## config.mk

```make
export PLATFORM = sky130hd
export DESIGN_NAME = j1939_bam_segmenter_core
export DESIGN_NICKNAME = d
export VERILOG_FILES = /design/src/j1939_bam_pkg.sv /design/src/j1939_bam_seg.sv /design/src/j1939_bam_outq.sv /design/src/j1939_bam_segmenter_core.sv
export SDC_FILE = /design/constraint.sdc
export NUM_CORES = 1
export LEC_CHECK = 0
export BUFFER_PORTS_ARGS = -buffer_cell sky130_fd_sc_hd__buf_2
export CELL_PAD_IN_SITES_DETAIL_PLACEMENT = 1
export CELL_PAD_IN_SITES_GLOBAL_PLACEMENT = 2
export CORE_AREA = 2 2 228 230
export CTS_CLUSTER_SIZE = 28
export DETAILED_ROUTE_END_ITERATION = 8
export DIE_AREA = 0 0 230 232
export PLACE_DENSITY = 0.87
export SYNTH_ARGS = -nofsm -noshare
export SYNTH_HDL_FRONTEND = slang
export SYNTH_HIERARCHICAL = 1
export SYNTH_SLANG_ARGS = --single-unit
export TNS_END_PERCENT = 5
```

## constraint.sdc

```tcl
create_clock -name clk -period 10.4 [get_ports clk]
set_input_delay 1.04 -clock clk [delete_from_list [all_inputs] [get_ports clk]]
set_output_delay 1.04 -clock clk [all_outputs]
set_load 0.05 [all_outputs]
```

## src/j1939_bam_pkg.sv

```systemverilog
// Shared types, constants and helpers for the J1939 BAM segmenter.
// No dependencies; imported by every module of the block.
`default_nettype none

package j1939_bam_pkg;

    typedef enum logic [1:0] {
        MODE_IDLE,
        MODE_SINGLE,
        MODE_BAM
    } mode_t;

    // One emitted CAN frame; data byte k sits at data[8k+7:8k].
    typedef struct packed {
        logic [28:0] id;
        logic [3:0]  len;
        logic [63:0] data;
        logic        done;
    } frame_t;

    localparam logic [10:0] BAM_MAX_LEN  = 11'd1785;
    localparam logic [10:0] SINGLE_MAX   = 11'd8;
    localparam logic [7:0]  PF_BAM_CM    = 8'd236;
    localparam logic [7:0]  PF_BAM_DT    = 8'd235;
    localparam logic [7:0]  PF_PDU2_MIN  = 8'd240;
    localparam logic [7:0]  GLOBAL_ADDR  = 8'hFF;
    localparam logic [7:0]  CM_CTRL_BAM  = 8'd32;
    localparam logic [7:0]  PAD_BYTE     = 8'hFF;
    localparam logic [2:0]  TP_PRIORITY  = 3'd7;
    localparam logic [3:0]  FULL_DLC     = 4'd8;
    localparam logic [2:0]  DT_LAST_FILL = 3'd7;
    localparam logic [63:0] ALL_ONES     = 64'hFFFF_FFFF_FFFF_FFFF;

    // floor(x / 7) == (x * 2341) >> 14 for every x below 5461
    localparam logic [11:0] RECIP7       = 12'd2341;
    localparam int          RECIP7_SHIFT = 14;

    function automatic logic [28:0] tp_id(input logic [7:0] pf, input logic [7:0] sa);
        tp_id = {TP_PRIORITY, 2'b00, pf, GLOBAL_ADDR, sa};
    endfunction

    function automatic logic [63:0] set_byte(input logic [63:0] buf_in,
                                             input logic [2:0]  pos,
                                             input logic [7:0]  val);
        logic [63:0] r;
        r = buf_in;
        for (int k = 0; k < 8; k++) begin
            if (pos == 3'(k)) begin
                r[8*k +: 8] = val;
            end
        end
        set_byte = r;
    endfunction

endpackage

`default_nettype wire

```

## src/j1939_bam_seg.sv

```systemverilog
// Segmenter state and frame builder: one registered word in, at most one frame out.
// Depends on j1939_bam_pkg.
`default_nettype none

module j1939_bam_seg
    import j1939_bam_pkg::*;
(
    input  wire logic        clk,
    input  wire logic        rst_n,
    input  wire logic        step,
    input  wire logic        first_byte,
    input  wire logic [28:0] message_id,
    input  wire logic [10:0] total_length,
    input  wire logic [7:0]  payload_byte,
    output logic             res_valid,
    output frame_t           res_frame
);

    mode_t       mode_reg, mode_next;
    logic [10:0] left_reg, left_next;
    logic [7:0]  seq_reg, seq_next;
    logic [2:0]  fill_reg, fill_next;
    logic [63:0] buf_reg, buf_next;
    logic [28:0] hid_reg, hid_next;
    logic [3:0]  hlen_reg, hlen_next;

    logic [7:0]  sa, ps, pf, pgn_ps;
    logic [11:0] len_round;
    logic [23:0] pkt_prod;
    logic [7:0]  packets;
    logic [63:0] cm_data;

    assign sa        = message_id[7:0];
    assign ps        = message_id[15:8];
    assign pf        = message_id[23:16];
    assign pgn_ps    = (pf < PF_PDU2_MIN) ? 8'h00 : ps;
    assign len_round = {1'b0, total_length} + 12'd6;
    assign pkt_prod  = {12'b0, len_round} * {12'b0, RECIP7};
    assign packets   = pkt_prod[RECIP7_SHIFT +: 8];
    assign cm_data   = {6'b0, message_id[25:24], pf, pgn_ps, PAD_BYTE,
                        packets, 5'b0, total_length[10:8], total_length[7:0], CM_CTRL_BAM};

    always_comb
    begin
        logic [63:0] buf1;
        logic [10:0] left1;
        logic [2:0]  fill1;
        logic [2:0]  pos;
        logic        done;

        mode_next = mode_reg;
        left_next = left_reg;
        seq_next  = seq_reg;
        fill_next = fill_reg;
        buf_next  = buf_reg;
        hid_next  = hid_reg;
        hlen_next = hlen_reg;
        res_valid = 1'b0;
        res_frame = '0;
        buf1      = buf_reg;
        left1     = left_reg;
        fill1     = fill_reg;
        pos       = 3'd0;
        done      = 1'b0;

        if (step) begin
            if (first_byte) begin
                // any start word abandons what was in progress
                mode_next = MODE_IDLE;
                buf_next  = ALL_ONES;
                fill_next = 3'd0;
                seq_next  = 8'd0;
                left_next = 11'd0;
                priority if (total_length == 11'd0) begin
                    hid_next  = message_id;
                    hlen_next = 4'd0;
                    res_valid = 1'b1;
                    res_frame = '{id: message_id, len: 4'd0, data: ALL_ONES, done: 1'b1};
                end
                else if (total_length <= SINGLE_MAX) begin
                    hid_next  = message_id;
                    hlen_next = total_length[3:0];
                    buf1      = set_byte(ALL_ONES, 3'd0, payload_byte);
                    left1     = total_length - 11'd1;
                    if (left1 == 11'd0) begin
                        res_valid = 1'b1;
                        res_frame = '{id: message_id, len: total_length[3:0],
                                      data: buf1, done: 1'b1};
                    end
                    else begin
                        mode_next = MODE_SINGLE;
                        buf_next  = buf1;
                        left_next = left1;
                    end
                end
                else if (total_length > BAM_MAX_LEN) begin
                    // too long: dropped
                end
                else if (pf < PF_PDU2_MIN && ps != GLOBAL_ADDR) begin
                    // destination-specific long message: dropped
                end
                else begin
                    hid_next  = tp_id(PF_BAM_DT, sa);
                    hlen_next = FULL_DLC;
                    seq_next  = 8'd1;
                    buf_next  = set_byte(set_byte(ALL_ONES, 3'd0, 8'd1), 3'd1, payload_byte);
                    fill_next = 3'd1;
                    left_next = total_length - 11'd1;
                    mode_next = MODE_BAM;
                    res_valid = 1'b1;
                    res_frame = '{id: tp_id(PF_BAM_CM, sa), len: FULL_DLC,
                                  data: cm_data, done: 1'b0};
                end
            end
            else begin
                unique case (mode_reg)
                    MODE_SINGLE:
                    begin
                        pos   = hlen_reg[2:0] - left_reg[2:0];
                        buf1  = set_byte(buf_reg, pos, payload_byte);
                        left1 = left_reg - 11'd1;
                        left_next = left1;
                        if (left1 == 11'd0) begin
                            res_valid = 1'b1;
                            res_frame = '{id: hid_reg, len: hlen_reg, data: buf1, done: 1'b1};
                            mode_next = MODE_IDLE;
                            buf_next  = ALL_ONES;
                        end
                        else begin
                            buf_next = buf1;
                        end
                    end
                    MODE_BAM:
                    begin
                        buf1  = set_byte(set_byte(buf_reg, 3'd0, seq_reg),
                                         fill_reg + 3'd1, payload_byte);
                        fill1 = fill_reg + 3'd1;
                        left1 = left_reg - 11'd1;
                        done  = (left1 == 11'd0);
                        left_next = left1;
                        if (fill1 == DT_LAST_FILL || done) begin
                            res_valid = 1'b1;
                            res_frame = '{id: hid_reg, len: FULL_DLC, data: buf1, done: done};
                            buf_next  = ALL_ONES;
                            fill_next = 3'd0;
                            seq_next  = seq_reg + 8'd1;
                            if (done) begin
                                mode_next = MODE_IDLE;
                            end
                        end
                        else begin
                            buf_next  = buf1;
                            fill_next = fill1;
                        end
                    end
                    default:
                    begin
                        // idle: stray byte ignored
                    end
                endcase
            end
        end
    end

    always_ff @(posedge clk or negedge rst_n)
    begin
        if (!rst_n) begin
            mode_reg <= MODE_IDLE;
            left_reg <= 11'd0;
            seq_reg  <= 8'd0;
            fill_reg <= 3'd0;
            buf_reg  <= ALL_ONES;
            hid_reg  <= 29'd0;
            hlen_reg <= 4'd0;
        end
        else begin
            mode_reg <= mode_next;
            left_reg <= left_next;
            seq_reg  <= seq_next;
            fill_reg <= fill_next;
            buf_reg  <= buf_next;
            hid_reg  <= hid_next;
            hlen_reg <= hlen_next;
        end
    end

endmodule

`default_nettype wire

```

## src/j1939_bam_outq.sv

```systemverilog
// Output register with one skid entry for emitted frames.
// Depends on j1939_bam_pkg.
`default_nettype none

module j1939_bam_outq
    import j1939_bam_pkg::*;
(
    input  wire logic   clk,
    input  wire logic   rst_n,
    input  wire logic   push,
    input  wire frame_t push_frame,
    input  wire logic   out_stall,
    output logic        out_valid,
    output frame_t      out_frame,
    output logic        skid_full
);

    logic   ov_reg, ov_next;
    logic   sv_reg, sv_next;
    frame_t of_reg, of_next;
    frame_t sf_reg, sf_next;
    logic   pop;

    assign pop       = ov_reg & ~out_stall;
    assign out_valid = ov_reg;
    assign out_frame = of_reg;
    assign skid_full = sv_reg;

    always_comb
    begin
        ov_next = ov_reg;
        sv_next = sv_reg;
        of_next = of_reg;
        sf_next = sf_reg;
        if (pop) begin
            ov_next = 1'b0;
        end
        // push only arrives while the skid entry is empty
        if (sv_reg) begin
            if (pop) begin
                ov_next = 1'b1;
                of_next = sf_reg;
                sv_next = 1'b0;
            end
        end
        else if (push) begin
            if (!ov_reg || pop) begin
                ov_next = 1'b1;
                of_next = push_frame;
            end
            else begin
                sv_next = 1'b1;
                sf_next = push_frame;
            end
        end
    end

    always_ff @(posedge clk or negedge rst_n)
    begin
        if (!rst_n) begin
            ov_reg <= 1'b0;
            sv_reg <= 1'b0;
        end
        else begin
            ov_reg <= ov_next;
            sv_reg <= sv_next;
        end
    end

    always_ff @(posedge clk)
    begin
        of_reg <= of_next;
        sf_reg <= sf_next;
    end

endmodule

`default_nettype wire

```

## src/j1939_bam_segmenter_core.sv

```systemverilog
// Top level of the J1939 BAM segmenter: input register, segmenter, output queue.
// Depends on j1939_bam_pkg, j1939_bam_seg and j1939_bam_outq.
//
//   channel | handshake           | word
//   --------+---------------------+-------------------------------------------------
//   in      | in_valid / in_stall | first_byte, message_id, total_length, payload_byte
//   out     | out_valid/out_stall | frame_id, frame_length, data_0..7, message_done
//
// Throughput is one input word per clock while in_stall is low; each word yields zero or one frame.
// A word is captured in the input register; the segmenter state update and frame
// build then land in the output register, or in the skid entry while that register is held.
// in_stall rises only when the input register holds a word and the output
// skid entry is also full, i.e. after the output side has stalled for a while.
// rst_n is asynchronous; it empties the pipeline and returns the segmenter to idle.
`default_nettype none

module j1939_bam_segmenter_core
    import j1939_bam_pkg::*;
(
    input  wire logic        clk,
    input  wire logic        rst_n,
    input  wire logic        in_valid,
    output logic             in_stall,
    input  wire logic        first_byte,
    input  wire logic [28:0] message_id,
    input  wire logic [10:0] total_length,
    input  wire logic [7:0]  payload_byte,
    output logic             out_valid,
    input  wire logic        out_stall,
    output logic [28:0]      frame_id,
    output logic [3:0]       frame_length,
    output logic [7:0]       data_0,
    output logic [7:0]       data_1,
    output logic [7:0]       data_2,
    output logic [7:0]       data_3,
    output logic [7:0]       data_4,
    output logic [7:0]       data_5,
    output logic [7:0]       data_6,
    output logic [7:0]       data_7,
    output logic             message_done
);

    // input register
    logic        s1_valid_reg, s1_valid_next;
    logic        s1_first_reg;
    logic [28:0] s1_id_reg;
    logic [10:0] s1_len_reg;
    logic [7:0]  s1_byte_reg;

    logic   accept;
    logic   advance;
    logic   skid_full;
    logic   res_valid;
    frame_t res_frame;
    frame_t out_frame;

    // the registered word moves on whenever the queue has a free slot
    assign advance       = s1_valid_reg & ~skid_full;
    assign in_stall      = s1_valid_reg & skid_full;
    assign accept        = in_valid & ~in_stall;
    assign s1_valid_next = accept | (s1_valid_reg & ~advance);

    always_ff @(posedge clk or negedge rst_n)
    begin
        if (!rst_n) begin
            s1_valid_reg <= 1'b0;
        end
        else begin
            s1_valid_reg <= s1_valid_next;
        end
    end

    always_ff @(posedge clk)
    begin
        if (accept) begin
            s1_first_reg <= first_byte;
            s1_id_reg    <= message_id;
            s1_len_reg   <= total_length;
            s1_byte_reg  <= payload_byte;
        end
    end

    j1939_bam_seg u_seg (
        .clk          (clk),
        .rst_n        (rst_n),
        .step         (advance),
        .first_byte   (s1_first_reg),
        .message_id   (s1_id_reg),
        .total_length (s1_len_reg),
        .payload_byte (s1_byte_reg),
        .res_valid    (res_valid),
        .res_frame    (res_frame)
    );

    j1939_bam_outq u_outq (
        .clk        (clk),
        .rst_n      (rst_n),
        .push       (res_valid),
        .push_frame (res_frame),
        .out_stall  (out_stall),
        .out_valid  (out_valid),
        .out_frame  (out_frame),
        .skid_full  (skid_full)
    );

    assign frame_id     = out_frame.id;
    assign frame_length = out_frame.len;
    assign data_0       = out_frame.data[7:0];
    assign data_1       = out_frame.data[15:8];
    assign data_2       = out_frame.data[23:16];
    assign data_3       = out_frame.data[31:24];
    assign data_4       = out_frame.data[39:32];
    assign data_5       = out_frame.data[47:40];
    assign data_6       = out_frame.data[55:48];
    assign data_7       = out_frame.data[63:56];
    assign message_done = out_frame.done;

endmodule

`default_nettype wire

```

==> impl_results.md <==
* Synthesized area at 21150 um^2
* Final hold viol count at 0
* Worst-margin pin slew at 1.124 ns
* Global-route wire length before repair at 100500 um
* Most numerous cell on the critical path: inv_1
* Final-layout fill cell count at 5408
* Clock root buffer: clkbuf_16
* Core area at 50890 um^2
* TritonRoute pass-1 iters at 5
* Hold Crit Class: in -> async
* Global placer's final weighted congestion at 0.8253
* Worst IR Drop VDD at 0.1049 mV
* Via count at 15585
* Syn Nets at 1973
* Hold-fix buffer count after cts at 0
* Slew headroom at 25.09%
* CP startpoint kind: register
* Setup TNS Final at 0 ns
* Most used DFF post-synth: edfxtp_1
* Yosys Warn Count at 6
* Finished Core Util at 46.99%
* Crit path kind: reg -> reg
* Max Root-Sink Buffers at 3
* Starting Density at 41.56%
* Worst r2r path cells at 21
* Placed Area at 22390 um^2
* DR WL/cell at 24.48 um
* Ports at 153
* H-tree depth at 2
* Max cap viols at 0
* CP max stage cell: a2111oi_0
* Initial antenna violation count at 0
* Netlist cell types at 90
* Via/cell ratio at 5.924
* Routed wire length at 64420 um
* GR Overflow Total at 0
* Critical Path AT at 6.56 ns
* Full die area at 53360 um^2
* EDFF count, synth at 245
* Post-CTS Setup Bufs at 0
* Period minus WS final at 6.229 ns
* Gr usage total at 24.12%
* Max Clk Rate at 0.1605 GHz
* FP Rows at 83
* Crit path largest cell delay at 0.51 ns
* Max-slew violations at 0
* CP required at 10.73 ns
* CTS sink count at 369
* Power per standard cell area at 245.4 nW/um^2
* Layout cells sized above 1 at 29.16%
* R2r startpoint: s1_len_reg[1]$_DFFE_PP_
* CP endpoint kind: register
* Status: complete, no violations
* DR iter-0 viols at 1091
* DRC violation count after routing at 0
* Endpoints failing setup at 0
* Port-buffer cells at 152
* Worst reg2reg setup slack at 4.17 ns
* Synth Register Bits at 369
* Fin nets at 2068
* RSZ-0062 raised after global routing: false
* Reg2reg end: u_outq/out_frame[32]$_DFFE_PP_
* Total CTS buffers at 43
* Cts repair resizes at 0
* CTS tree: done
* Hpwl dp at 42610 um
* Antenna cells at 0
* Syn avg cell area at 11.61 um^2
* P_leak at 9.148 nW
* Fraction of registers with async set/reset at 33.60%
* Vias in the first global route at 17051
* Worst Skew at 0.01977 ns
* Register area share after synthesis at 49.84%
* Cells after synthesis at 1821
* Worst-skew pair later-pin latency at 0.58 ns
* Crit-path cells: inv_1 > ha_1 > nor2b_1 > and4_1 > xor2_1 > inv_1 > fa_1 > inv_1 > fa_1 > inv_1 > fa_1 > inv_1 > ha_1 > a2111oi_0 > o221a_2 > or3_1 > a211oi_1 > o21a_1 > a2111oi_0 > nor4_1 > mux2_4
* Area Overhead vs Synth at 13.06%
* Clk slew on worst S/H paths at 0.06 ns
* Final instance area at 23910 um^2
* Crit path max fanout at 9
* Largest net degree at the start of global routing at 71
* Final Cycle Share at 59.89%
* Die width at 230 um
* Die Ht at 232 um
* Detail Route Antenna Nets at 0
[layout by cell type (no fill, tap or decap), types with 27 or more instances in the layout]
cell type | netlist | layout
ha_1 | 80 | 79
nor2_1 | 150 | 149
dfrtp_1 | 60 | 59
dfstp_2 | 64 | 64
clkbuf_16 | 0 | 44
a221oi_1 | 64 | 64
edfxtp_1 | 245 | 245
or3_1 | 39 | 39
mux2_2 | 140 | 140
a21oi_1 | 107 | 106
buf_2 | 14 | 151
nand2_1 | 112 | 112
inv_1 | 68 | 68
o21ai_0 | 95 | 95
buf_4 | 10 | 27
nor3_1 | 59 | 59
mux2_4 | 77 | 77
[how the worst max path moves through the flow]
stage	startpoint	to	slack [ns]	cells past startpoint
3_5_place_dp	s1_len_reg[1]$_DFFE_PP_	u_outq/out_frame[32]$_DFFE_PP_	4.18	21
2_1_floorplan	u_seg/left_reg[1]$_DFFE_PN0P_	u_outq/out_frame[0]$_DFFE_PP_	2.51	13
4_1_cts	s1_len_reg[1]$_DFFE_PP_	u_outq/out_frame[32]$_DFFE_PP_	4.13	21
3_3_place_gp	s1_len_reg[1]$_DFFE_PP_	u_outq/out_frame[32]$_DFFE_PP_	4.50	21
5_1_grt	s1_len_reg[1]$_DFFE_PP_	u_outq/out_frame[32]$_DFFE_PP_	3.72	21
6_report	s1_len_reg[1]$_DFFE_PP_	u_outq/out_frame[32]$_DFFE_PP_	4.17	21
[power breakdown]
| group | leakage [nW] | internal (W) | switching (W) | total (W) |
|---|---|---|---|---|
| sequential | 3.73 | 0.00184 | 0.000199 | 0.00204 |
| combinational | 4.69 | 0.000891 | 0.00131 | 0.00220 |
| clock | 0.735 | 0.000990 | 0.000643 | 0.00163 |
| total | 9.15 | 0.00372 | 0.00215 | 0.00587 |
[stage by stage]
step	instances	power [W]	setup WS [ns]	hold WS [ns]
5_1_grt	2631	0.006190	3.722	0.4620
3_3_place_gp	2551	0.004109	4.496	0.4567
4_1_cts	2631	0.005896	4.126	0.4436
3_5_place_dp	2551	0.004234	4.180	0.4708
2_1_floorplan	1821	0.003669	2.508	0.4405
6_report	2631	0.005867	4.171	0.4464
[area by class of cell]
type / count / area (um^2) / share of cell area, %
tap: 680 / 850.8 / 3.559
clock buffer: 50 / 1144 / 4.783
multi-input combinational: 1255 / 9781 / 40.91
sequential: 369 / 10540 / 44.10
inverter: 69 / 259.0 / 1.083
timing repair buffer: 178 / 958.4 / 4.009
clock inverter: 30 / 372.9 / 1.559
[worst max-delay path, delay by kind of cell (launching register included)]
kind            cells  cell delay, ns
compound gates      5            1.54
xor+xnor            1            0.41
fa+ha+maj           5            2.06
buf+inv             5            0.48
flops               1            0.44
mux                 1            0.29
simple gates        4            0.73
[cell families after synthesis]
logic type / count (synthesis) / synth area share (%)
flip-flops: 369 / 49.84
AO/OA/AOI/OAI: 415 / 13.38
multiplexers: 237 / 13.87
adder cells (fa/ha/maj): 99 / 6.532
AND/OR/NAND/NOR: 468 / 10.78
buffers and inverters: 197 / 4.112
XOR/XNOR: 36 / 1.491
[Yosys cell counts, types with 18 or more instances]
cell / n / area [um^2]
or3_1: 39 / 244.0
xnor2_1: 23 / 201.4
o22a_1: 18 / 157.7
nand3_1: 23 / 115.1
o21ai_0: 95 / 475.5
inv_1: 68 / 255.2
a21oi_1: 107 / 535.5
nor3_1: 59 / 295.3
mux2_2: 140 / 1577
mux2_4: 77 / 1156
a221oi_1: 64 / 560.5
nor2_1: 150 / 563.0
dfrtp_1: 60 / 1501
fa_1: 19 / 380.4
mux2i_1: 20 / 200.2
ha_1: 80 / 1001
nand2_1: 112 / 420.4
dfstp_2: 64 / 1682
edfxtp_1: 245 / 7357
clkbuf_1: 88 / 330.3
[layer usage]
layer  global-route usage, %  vias to the layer above  part of all wire, %
met1                   30.18                     8034                   42
met3                   3.487                      134                  4.4
met2                   41.88                      425                   50
li1                        -                     6992                    -
met5                       0                        -                    0
met4                   9.839                        0                  3.7
No activity file was read; power rests on OpenSTA's default activity.
